## config.mk

```make
export PLATFORM = sky130hd
export DESIGN_NAME = pgsc_mac
export DESIGN_NICKNAME = d
export VERILOG_FILES = /design/src/hdl/pgsc_pkg.sv /design/src/hdl/pgsc_mac.sv
export SDC_FILE = /design/constraint.sdc
export NUM_CORES = 2
export LEC_CHECK = 0
export BUFFER_PORTS_ARGS = -buffer_cell sky130_fd_sc_hd__buf_2
export CAP_MARGIN = 10
export CORE_MARGIN = 1.5
export CORE_UTILIZATION = 25
export CTS_CLUSTER_SIZE = 40
export DETAILED_ROUTE_END_ITERATION = 12
export MAX_ROUTING_LAYER = met4
export SLEW_MARGIN = 30
export SYNTH_ARGS = -nofsm -noshare
export SYNTH_HDL_FRONTEND = slang
export SYNTH_SLANG_ARGS = --single-unit
export TNS_END_PERCENT = 1
```

## constraint.sdc

```tcl
create_clock -name clock -period 9.7 [get_ports clock]
set_clock_uncertainty 0.05 [all_clocks]
set_input_delay 0.97 -clock clock [delete_from_list [all_inputs] [get_ports clock]]
set_output_delay 0.97 -clock clock [all_outputs]
set_load 0.1 [all_outputs]
```

## src/hdl/pgsc_pkg.sv

```systemverilog
package pgsc_pkg;

   // default CORDIC iteration count
   localparam int CORDIC_STEPS_DEF = 24;

   // datapath widths
   localparam int GUARD_BITS = 8;
   localparam int CX_W       = 44;   // CORDIC x/y working width, signed
   localparam int CZ_W       = 32;   // angle accumulator, Q2.30 signed
   localparam int MAG_W      = 43;   // clamped CORDIC magnitude, unsigned
   localparam int MUL_W      = 33;   // shared multiplier operand width, signed
   localparam int PROD_W     = 2 * MUL_W;
   localparam int ACC_W      = 68;
   localparam int RHO_W      = 33;

   // fixed-point constants
   localparam logic [19:0]        INV_GAIN_Q20 = 20'd636751;
   localparam logic signed [18:0] HALF_PI_Q16  = 19'sd102944;
   localparam logic signed [20:0] WRAP_STEP_Q  = 21'sd205783;
   localparam logic signed [20:0] WRAP_HALF_Q  = 21'sd102892;

   // register map
   typedef enum logic [2:0] {
      REG_GOAL_X     = 3'd0,
      REG_GOAL_Y     = 3'd1,
      REG_GOAL_ANGLE = 3'd2,
      REG_GAIN_RHO   = 3'd3,
      REG_GAIN_ALPHA = 3'd4,
      REG_GAIN_PHI   = 3'd5
   } reg_index_type;

   // accumulate shift select
   typedef enum logic [1:0] {
      SH_0  = 2'd0,
      SH_16 = 2'd1,
      SH_22 = 2'd2
   } shift_sel_type;

   typedef struct packed {
      logic          issue;   // capture a*b
      logic          accum;   // add shifted product into accumulator
      logic          clear;   // start a fresh sum
      shift_sel_type sh;
   } mac_ctrl_type;

   // atan(2^-i) in Q2.30, truncated but for i = 0 and i = 27 to 30, which are rounded up
   function automatic logic [29:0] atan_q30(input logic [4:0] idx);
      logic [29:0] v;
      case (idx)
         5'd0:  v = 30'd843314857;
         5'd1:  v = 30'd497837829;
         5'd2:  v = 30'd263043836;
         5'd3:  v = 30'd133525158;
         5'd4:  v = 30'd67021686;
         5'd5:  v = 30'd33543515;
         5'd6:  v = 30'd16775850;
         5'd7:  v = 30'd8388437;
         5'd8:  v = 30'd4194282;
         5'd9:  v = 30'd2097149;
         5'd10: v = 30'd1048575;
         5'd11: v = 30'd524287;
         5'd12: v = 30'd262143;
         5'd13: v = 30'd131071;
         5'd14: v = 30'd65535;
         5'd15: v = 30'd32767;
         5'd16: v = 30'd16383;
         5'd17: v = 30'd8191;
         5'd18: v = 30'd4095;
         5'd19: v = 30'd2047;
         5'd20: v = 30'd1023;
         5'd21: v = 30'd511;
         5'd22: v = 30'd255;
         5'd23: v = 30'd127;
         5'd24: v = 30'd63;
         5'd25: v = 30'd31;
         5'd26: v = 30'd15;
         5'd27: v = 30'd8;
         5'd28: v = 30'd4;
         5'd29: v = 30'd2;
         5'd30: v = 30'd1;
         default: v = 30'd0;
      endcase
      return v;
   endfunction

endpackage

```

## src/hdl/pgsc_mac.sv

```systemverilog
// Shared multiply-accumulate: registered product, then shifted accumulate.
module pgsc_mac (
   input  logic                                 clock,
   input  pgsc_pkg::mac_ctrl_type               ctrl,
   input  logic signed [pgsc_pkg::MUL_W-1:0]    op_a,
   input  logic signed [pgsc_pkg::MUL_W-1:0]    op_b,
   output logic signed [pgsc_pkg::ACC_W-1:0]    acc
);

   logic signed [pgsc_pkg::PROD_W-1:0] prod_ff;
   logic signed [pgsc_pkg::ACC_W-1:0]  acc_ff, prod_ext, shifted, base;

   assign prod_ext = {{(pgsc_pkg::ACC_W - pgsc_pkg::PROD_W){prod_ff[pgsc_pkg::PROD_W-1]}},
                      prod_ff};

   always_comb begin
      case (ctrl.sh)
         pgsc_pkg::SH_16: shifted = prod_ext <<< 16;
         pgsc_pkg::SH_22: shifted = prod_ext <<< 22;
         default:         shifted = prod_ext;
      endcase
      base = ctrl.clear ? '0 : acc_ff;
   end

   always_ff @(posedge clock) begin
      if (ctrl.issue) begin
         prod_ff <= op_a * op_b;
      end
      if (ctrl.accum) begin
         acc_ff <= base + shifted;
      end
   end

   assign acc = acc_ff;

endmodule

```

==> PnR_summary.wiki <==
{| class="wikitable"
! Metric !! Value
|-
| Classification of the worst setup path || input port to register
|-
| Main synth FF type || edfxtp_1
|-
| Final setup TNS || 0 ps
|-
| TritonCTS Buffers || 17
|-
| Number of storage elements in the synthesis netlist || 134
|-
| Final critical-path required period || 8890 ps
|-
| Final net count || 6643
|-
| Count of TritonRoute iterations in the first routing pass || 5
|-
| Tightest Pin Transition || 981 ps
|-
| Starting DRC count in detailed routing || 2314
|-
| Maximum count of clock buffers along a single path || 2
|-
| Status || finished, final reports clean
|-
| Overall die area || 0.196 mm²
|-
| Die outline height || 443 µm
|-
| Endpoint type of the worst setup path || register
|-
| Rows || 161
|-
| Global routing met3 resource utilization || 2.27%
|-
| Number of setup buffers added after CTS || 0
|-
| Leading cell types by count after synthesis || 1150 x inv_1, 1146 x fa_1, 637 x nand2_1, 570 x and2_1, 286 x ha_1
|-
| Final number of setup-violating endpoints || 0
|-
| Gp weighted congestion || 0.926
|-
| Post-synth ARST share || 0%
|-
| DRT Wirelength || 141 mm
|-
| Sort of element at the start of the critical path || input port
|-
| Endpoints failing hold || 0
|-
| Busiest metal layer after global routing || met2
|-
| Via total after detailed routing || 34.8k
|-
| Sequential share of the synthesized area || 8.32%
|-
| GRT Util Overall || 14.9%
|-
| Global routing met1 resource utilization || 19.9%
|-
| Most frequently used cell type in the post-synthesis netlist || inv_1
|-
| Count of synthesis-stage warnings from yosys || 0
|-
| Post-route ant nets || 0
|-
| WHS Path Cells || 2
|-
| Post-Synthesis Mean Instance Area || 9.32 µm²
|-
| Layout overhead on the synthesized area || 8.20%
|-
| Global routing met2 resource utilization || 24.0%
|-
| Library cell with the largest summed area after synthesis || fa_1
|-
| DRC errors left || 0
|-
| CTS tree || yes
|-
| CTS H-Tree Depth || 4
|-
| Share of the cycle needed by the critical path after routing || 91.6%
|-
| Routed WL per cell || 18.4 µm
|-
| Synth top area cells || fa_1 47%, inv_1 8.9%, edfxtp_1 8.3%, ha_1 7.4%, and2_1 7.4%
|-
| Depth of the worst register-to-register path || 13
|-
| Maximum number of pins on one net before global-route repair || 91
|-
| Max-slew violations || 0
|-
| Maximum fanout along the worst path || 33
|-
| Ratio of cells with drive above 1 in the final layout || 5.09%
|-
| Multi-input combinational cell area || 0.0390 mm²
|-
| Total global routing overflow || 0
|-
| Number of different library cells in the post-synthesis netlist || 80
|-
| Resize count post-CTS || 0
|-
| CTS sink count || 134
|-
| Vias per std cell || 4.52
|-
| Maximum clock rate || 113 MHz
|-
| CTS clock-pin slew for the worst setup and hold paths || 60 ps
|-
| Initial antenna violation count || 25
|-
| CORE AREA || 0.192 mm²
|-
| Arrival time at the worst endpoint || 9030 ps
|-
| Initial Utilization || 25.1%
|-
| IO Count || 140
|-
| Die span in x || 443 µm
|-
| Clk root buf || clkbuf_16
|-
| Vias in the first global route || 37.5k
|-
| Count of buffers inserted at the top-level ports || 139
|-
| RSZ-0062 raised after global routing || false
|-
| Number of maximum-capacitance constraint violations || 0
|-
| Crit path required time || 9840 ps
|-
| Max transition margin || 34.6%
|-
| Synth Instances || 5190
|-
| Net count after synthesis || 6694
|-
| Share of Yosys cell area claimed by the top area cell type || 47.4%
|-
| Number of flops mapped to enable cells by yosys || 134
|-
| Final-layout fill cell count || 20.3k
|-
| Netlist area before placement || 0.0484 mm²
|-
| Worst-Skew Late Latency || 450 ps
|-
| Type of the most critical hold path || register to register
|-
| Hpwl dp || 120 mm
|-
| Cts-stage hold buffer count || 0
|-
| Area of all sequential standard cells || 0.00402 mm²
|-
| First-pass GRT wire length || 222 mm
|}
==> placed cells by master, fill, tap and decap left out, types with 6 or more instances in the layout <==
cell       count
clkbuf_16     17
nand2b_1      24
a21o_1        70
and3_1        16
xnor2_1       82
xor2_1        48
ha_1         285
o21a_1        20
inv_1       1150
edfxtp_1     134
buf_4         59
a22oi_1       45
diode_2       12
a22o_1         6
o21bai_1      18
o21ai_0      114
o31ai_1        8
a21oi_1      138
buf_2        139
nor3_1        14
and2_1       570
nor2_1        96
o211ai_1      11
nand4_1       27
nand3_1       28
o21ai_1        7
fa_1        1146
nor2b_1       87
a31oi_1       20
nand2_1      637
a221oi_1       7
a211oi_1      16
==> worst paths after layout <==
path | slack (ps) | end | start
worst min register to register | 760 | acc[0] | prod_ff[0]
worst min-delay path | 760 | acc[0] | prod_ff[0]
worst max-delay path | 810 | prod_ff[54] | op_a[18]
worst max register to register | 5290 | acc[62] | prod_ff[3]
==> logic make-up after synthesis <==
| group | share of synthesized area (%) |
|---|---|
| adders and majority gates | 54.8 |
| xor gates and xnor gates | 2.35 |
| buffers and inverters | 11.1 |
| AOI/OAI and AO/OA | 7.51 |
| DFF | 8.32 |
| and+or+nand+nor | 15.9 |
| muxes | 0.0207 |
==> worst max-delay path: stages <==
cell	delay, ps
buf_2	730
nand2_1	180
fa_1	530
fa_1	550
inv_1	50
fa_1	480
fa_1	630
fa_1	480
fa_1	480
fa_1	490
inv_1	50
fa_1	580
inv_1	70
ha_1	390
a21oi_1	280
nand2_1	80
a31oi_1	160
a32oi_1	150
and2b_1	200
o311ai_1	590
a21oi_1	230
or2_2	340
a41oi_1	240
xnor2_1	90
==> sequential cells by signal, indices dropped and copies added (netlist names) <==
| signal | cells |
|---|---|
| acc | 68 |
| prod_ff | 66 |
==> final cells by class <==
class                           count  area share [%]
Inverter                         1150            8.25
Antenna cell                       12          0.0574
Sequential cell                   134            7.69
Clock buffer                       17           0.813
Clock inverter                     15           0.366
Timing Repair Buffer              201            2.27
Tap cell                         2526            6.04
Multi-Input combinational cell   3635            74.5
==> metrics by stage <==
step           hold slack, ps  instances  setup slack, ps  cell area (µm²)  utilization [%]
2_1_floorplan             616       5190             1190            48400                -
3_3_place_gp              745       7646              143            51700             26.9
3_5_place_dp              745       7646              376            51700             26.9
4_1_cts                   760       7678              821            52300             27.2
5_1_grt                   793       7689              399            52300             27.2
6_report                  757       7690              814            52300             27.2
==> layer usage <==
metal  vias up  wire, µm
met3       156      9700
met2      1194     66500
met1     17900     62100
li1      15500         -
met5         -         0
met4         0      3120
Power is not shown: default switching activity piles up to over one toggle a cycle in this logic, so the estimate is an artifact.
