<file path="src/hdl/pgsc_pkg.sv">
package pgsc_pkg;

   // default CORDIC iteration count
   localparam int CORDIC_STEPS_DEF = 24;

   // datapath widths
   localparam int GUARD_BITS = 8;
   localparam int CX_W       = 44;   // CORDIC x/y working width, signed
   localparam int CZ_W       = 32;   // angle accumulator, Q2.30 signed
   localparam int MAG_W      = 43;   // clamped CORDIC magnitude, unsigned
   localparam int MUL_W      = 33;   // shared multiplier operand width, signed
   localparam int PROD_W     = 2 * MUL_W;
   localparam int ACC_W      = 68;
   localparam int RHO_W      = 33;

   // fixed-point constants
   localparam logic [19:0]        INV_GAIN_Q20 = 20'd636751;
   localparam logic signed [18:0] HALF_PI_Q16  = 19'sd102944;
   localparam logic signed [20:0] WRAP_STEP_Q  = 21'sd205783;
   localparam logic signed [20:0] WRAP_HALF_Q  = 21'sd102892;

   // register map
   typedef enum logic [2:0] {
      REG_GOAL_X     = 3'd0,
      REG_GOAL_Y     = 3'd1,
      REG_GOAL_ANGLE = 3'd2,
      REG_GAIN_RHO   = 3'd3,
      REG_GAIN_ALPHA = 3'd4,
      REG_GAIN_PHI   = 3'd5
   } reg_index_type;

   // accumulate shift select
   typedef enum logic [1:0] {
      SH_0  = 2'd0,
      SH_16 = 2'd1,
      SH_22 = 2'd2
   } shift_sel_type;

   typedef struct packed {
      logic          issue;   // capture a*b
      logic          accum;   // add shifted product into accumulator
      logic          clear;   // start a fresh sum
      shift_sel_type sh;
   } mac_ctrl_type;

   // atan(2^-i) in Q2.30, truncated but for i = 0 and i = 27 to 30, which are rounded up
   function automatic logic [29:0] atan_q30(input logic [4:0] idx);
      logic [29:0] v;
      case (idx)
         5'd0:  v = 30'd843314857;
         5'd1:  v = 30'd497837829;
         5'd2:  v = 30'd263043836;
         5'd3:  v = 30'd133525158;
         5'd4:  v = 30'd67021686;
         5'd5:  v = 30'd33543515;
         5'd6:  v = 30'd16775850;
         5'd7:  v = 30'd8388437;
         5'd8:  v = 30'd4194282;
         5'd9:  v = 30'd2097149;
         5'd10: v = 30'd1048575;
         5'd11: v = 30'd524287;
         5'd12: v = 30'd262143;
         5'd13: v = 30'd131071;
         5'd14: v = 30'd65535;
         5'd15: v = 30'd32767;
         5'd16: v = 30'd16383;
         5'd17: v = 30'd8191;
         5'd18: v = 30'd4095;
         5'd19: v = 30'd2047;
         5'd20: v = 30'd1023;
         5'd21: v = 30'd511;
         5'd22: v = 30'd255;
         5'd23: v = 30'd127;
         5'd24: v = 30'd63;
         5'd25: v = 30'd31;
         5'd26: v = 30'd15;
         5'd27: v = 30'd8;
         5'd28: v = 30'd4;
         5'd29: v = 30'd2;
         5'd30: v = 30'd1;
         default: v = 30'd0;
      endcase
      return v;
   endfunction

endpackage

</file>
<file path="src/hdl/pgsc_cordic.sv">
// Vectoring CORDIC, one micro-rotation per cycle.
module pgsc_cordic #(
   parameter int CORDIC_STEPS = pgsc_pkg::CORDIC_STEPS_DEF
) (
   input  logic                                clock,
   input  logic                                reset,
   input  logic                                start,
   input  logic [31:0]                         abs_x,
   input  logic [31:0]                         abs_y,
   output logic                                done,
   output logic [pgsc_pkg::MAG_W-1:0]          mag,
   output logic signed [pgsc_pkg::CZ_W-1:0]    angle
);

   localparam int CntW = $clog2(CORDIC_STEPS + 1);

   logic signed [pgsc_pkg::CX_W-1:0] cx_ff, cy_ff, xs, ys;
   logic signed [pgsc_pkg::CZ_W-1:0] cz_ff, rot;
   logic [CntW-1:0]                  cnt_ff;
   logic                             run_ff;
   logic [5:0]                       iter;
   logic                             last_iter;

   assign iter      = 6'(cnt_ff);
   assign last_iter = (cnt_ff == CntW'(CORDIC_STEPS - 1));
   assign xs        = cx_ff >>> iter;
   assign ys        = cy_ff >>> iter;
   assign rot       = $signed({2'b00, pgsc_pkg::atan_q30(iter[4:0])});
   assign done      = run_ff && last_iter;

   // x starts on |dy|, y on |dx|, each with guard bits
   always_ff @(posedge clock) begin
      if (start) begin
         cx_ff <= pgsc_pkg::CX_W'({abs_y, 8'h00});
         cy_ff <= pgsc_pkg::CX_W'({abs_x, 8'h00});
         cz_ff <= '0;
      end else if (run_ff) begin
         if (!cy_ff[pgsc_pkg::CX_W-1]) begin
            cx_ff <= cx_ff + ys;
            cy_ff <= cy_ff - xs;
            cz_ff <= cz_ff + rot;
         end else begin
            cx_ff <= cx_ff - ys;
            cy_ff <= cy_ff + xs;
            cz_ff <= cz_ff - rot;
         end
      end
   end

   always_ff @(posedge clock) begin
      if (reset) begin
         run_ff <= 1'b0;
         cnt_ff <= '0;
      end else if (start) begin
         run_ff <= 1'b1;
         cnt_ff <= '0;
      end else if (run_ff) begin
         cnt_ff <= cnt_ff + CntW'(1);
         if (last_iter) begin
            run_ff <= 1'b0;
         end
      end
   end

   assign mag   = cx_ff[pgsc_pkg::CX_W-1] ? '0 : cx_ff[pgsc_pkg::MAG_W-1:0];
   assign angle = cz_ff;

endmodule

</file>
<file path="config.mk">
export PLATFORM = sky130hd
export DESIGN_NAME = pgsc_cordic
export DESIGN_NICKNAME = d
export VERILOG_FILES = /design/src/hdl/pgsc_pkg.sv /design/src/hdl/pgsc_cordic.sv
export SDC_FILE = /design/constraint.sdc
export NUM_CORES = 1
export LEC_CHECK = 0
export BUFFER_PORTS_ARGS = -buffer_cell sky130_fd_sc_hd__buf_4
export CAP_MARGIN = 25
export CORE_MARGIN = 2
export CORE_UTILIZATION = 40
export DETAILED_ROUTE_END_ITERATION = 12
export PLACE_DENSITY = 0.55
export SYNTH_ARGS = -nofsm -noshare
export SYNTH_HDL_FRONTEND = slang
export SYNTH_SLANG_ARGS = --single-unit
export TNS_END_PERCENT = 1
</file>
<file path="constraint.sdc">
create_clock -name clock -period 12.6 [get_ports clock]
set_input_delay 3.15 -clock clock [delete_from_list [all_inputs] [get_ports clock]]
set_output_delay 3.15 -clock clock [all_outputs]
set_load 0.005 [all_outputs]
</file>
==> impl_metrics.py <==
metrics = {
    "floorplan": {
        "design.core.area_mm2": 0.0527,
        "fp-row-count": 84,
        "die_w_um": 235,
        "die-area_mm2": 0.0552,
        "ios": 143,
        "start_util_pct": 40.5,
        "die-height_um": 235,
    },
    "placed_design": {
        "portBuffers": 142,
        "dp_hpwl_mm": 58.6,
        "dp_slack_ns": 4.52,
        "gp_congestion": 0.996,
    },
    "min_path": {
        "min_path_cells": 2,
        "worstHoldPathType": "flop to flop",
    },
    "clock_tree": {
        "cts_made_buffers": 17,
        "cts_tree": "yes",
        "clockBufferDepth": 2,
        "clk_pin_slew_ns": 0.09,
        "clk_latency_ns": 0.53,
        "postCtsHoldBufs": 0,
        "clock_sinks": 156,
        "ctsResizeCount": 0,
        "cts_root_buf": "clkbuf_16",
        "h-tree-depth": 4,
        "postCtsSetupRepairBufs": 0,
    },
    "sta": {
        "setup_ws_ns": 4.42,
        "min_period_over_period_pct": 64.9,
        "setup_tns_ns": 0,
        "final.min_clock_period_ns": 8.18,
        "drv_slew": 0,
        "whs_ns": 0.494,
        "skew_ns": 0.0336,
        "rsz0062_at_grt": "false",
        "hold_viol_final": 0,
        "tightest_slew_ns": 1.17,
        "setup_viol": 0,
        "max_freq_mhz": 122,
        "max_slew_margin_pct": 22.2,
    },
    "synthesis": {
        "seq_area_frac_synth_pct": 17.6,
        "synth_area_leaders": "mux4_2 (13%), edfxtp_1 (9.0%), dfxtp_1 (8.6%)",
        "synthFlopType": "dfxtp_1",
        "synth_edf_count": 64,
        "mappedNetlistNets": 2736,
        "synthArstFlopShare_pct": 0,
        "synth.distinct_cells": 89,
        "synth_top_cell_by_area": "mux4_2",
        "avgSynthCellArea_um2": 8.42,
        "synth_warnings": 0,
        "synthCells": 2534,
        "synth_top_area_share_pct": 13.2,
        "yosys_register_bits": 156,
        "syn_area_mm2": 0.0213,
    },
    "drt": {
        "routedWlPerCell_um": 24.0,
        "drt_wl_total_mm": 78.4,
        "antenna_left": 0,
        "drc_errors": 0,
        "first_pass_iters": 6,
        "avgViaCountPerCell": 6.34,
        "drt_iter0_drc": 1869,
        "vias": 20700,
    },
    "critical_path": {
        "ff2ff_path_depth": 22,
        "worst-path-buf-inv": 1,
        "path_cells": "buf_4 > mux4_2 > a32o_1 > a211oi_1 > nor2b_1 > nand2_1 > or2_2 > nor3_1 > nor2_1 > xnor2_1 > ha_1 > nand2_1 > a21oi_1 > o221ai_1 > nor4b_1 > a211oi_1 > o21ai_0 > a21oi_1 > o21bai_1 > nand3_1 > a211o_1 > nand3_1",
        "cp_slowest_cell": "dfxtp_4",
        "cp.arrival_ns": 8.57,
        "startpoint_type": "flop",
        "critPathTopFamily": "compound AO/OA/AOI/OAI gates",
        "max_stage_delay_ns": 0.95,
        "cp.depth": 22,
        "path_class": "flop to flop",
        "cp_data_required_time_ns": 12.99,
        "cp_max_fo": 61,
        "crit_path_end_kind": "flop",
    },
    "final_layout": {
        "layout_common_cells": "nand2_1 (234), a21oi_1 (229), nor2_1 (225)",
        "filler_cell_count": 5240,
        "n_antenna_cell": 0,
        "fin_util_pct": 44.5,
        "drive_above_1_share_pct": 16.4,
        "nNetsFinal": 2772,
        "layout_commonest_cell": "nand2_1",
        "area_growth_pct": 9.80,
    },
    "power_and_ir_drop": {
        "finalPower_mw": 5.53,
        "peakVddDrop_mv": 0.148,
        "p_leak_nw": 9.40,
        "powerDensity_mw_per_mm2": 236,
    },
    "global_route": {
        "antenna_found_initial": 1,
        "grt_pass1_wl_mm": 120,
        "grt_overflow_total": 0,
        "grt_use_total_pct": 27.8,
        "grt_pass1_vias": 20000,
        "grt_max_degree": 68,
    },
    "status": {
        "status": "finished clean",
    },
    "flow_run": {
        "max-cap-violations": 0,
    },
}
-- path summary, 6_finish.rpt --
path	endpoint	slack (ns)	start
worst max-delay path	cy_ff[39]	4.42	cnt_ff[0]
worst min-delay path	angle[30]	0.49	angle[30]
worst max register to register	cy_ff[39]	4.42	cnt_ff[0]
worst min register to register	angle[30]	0.49	angle[30]
-- final cells by class --
class | instances | area, um^2 | area share, %
flip-flops and latches | 156 | 3790 | 16.2
inverters | 59 | 221 | 0.945
well taps | 688 | 861 | 3.67
clock inverters | 15 | 211 | 0.902
repair buffers | 172 | 1290 | 5.52
clock buffers | 17 | 425 | 1.82
multi-input cells | 2164 | 16600 | 71.0
-- worst reg2reg max path, cell delays in order (launching register included) --
cell,delay [ns]
dfxtp_4,0.95
buf_4,0.80
mux4_2,0.67
a32o_1,0.28
a211oi_1,0.51
nor2b_1,0.36
nand2_1,0.11
or2_2,0.37
nor3_1,0.42
nor2_1,0.11
xnor2_1,0.15
ha_1,0.41
nand2_1,0.10
a21oi_1,0.14
o221ai_1,0.17
nor4b_1,0.85
a211oi_1,0.22
o21ai_0,0.54
a21oi_1,0.17
o21bai_1,0.24
nand3_1,0.13
a211o_1,0.27
nand3_1,0.08
-- sequential cells by signal (all words and copies together), names as in the netlist --
signal,count
angle,32
run_ff,1
cx_ff,44
cnt_ff,5
cy_ff,44
rot,30
-- metal layers --
metal	up-vias	global-route usage, %	wire length (um)
li1	9663	-	-
met1	10100	34.0	31900
met2	764	47.5	38300
met3	170	5.06	4810
met4	2	12.3	3320
met5	-	0	17
-- power by group --
part | switching [mW] | total, mW | internal [mW]
clock network | 0.300 | 0.576 | 0.275
registers | 0.279 | 0.945 | 0.667
logic | 2.26 | 4.01 | 1.75
-- synthesized netlist by cell type, types with 17 or more instances --
library cell and count:
dfxtp_1 92, xnor2_1 115, nand4_1 20, ha_1 132, buf_2 27, o31ai_1 17
buf_1 24, nor3_1 50, nand3_1 51, a31oi_1 44, a21o_1 57, mux2_2 43
xor2_1 88, o21a_1 19, o21ai_0 156, nor2_1 226, clkbuf_1 83, o21bai_1 21
and2_1 20, mux2i_1 119, a211oi_1 40, nor2b_1 69, edfxtp_1 64, o22ai_1 26
nand2b_1 24, mux4_2 125, nand2_1 234, inv_1 54, a21oi_1 229
-- metrics by stage --
| stage | cells | area (um^2) |
|---|---|---|
| after global routing | 3271 | 23400 |
| after CTS | 3271 | 23400 |
| after floorplan | 2534 | 21300 |
| after detailed placement | 3239 | 22800 |
| after global placement | 3238 | 22800 |
| final | 3271 | 23400 |
-- cells by family (layout without fill, tap and decap cells) --
group                    after synthesis  after routing  share of synthesized area, %
AND/OR/NAND/NOR                      775            775                          17.4
AO/OA/AOI/OAI                        761            761                          22.8
multiplexers                         290            290                          21.4
buffers and inverters                214            263                          4.45
XOR/XNOR                             203            203                          8.33
flip-flops                           156            156                          17.6
adder cells (fa/ha/maj)              135            135                          8.02
Note: power is estimated with default switching activity, not from simulation.
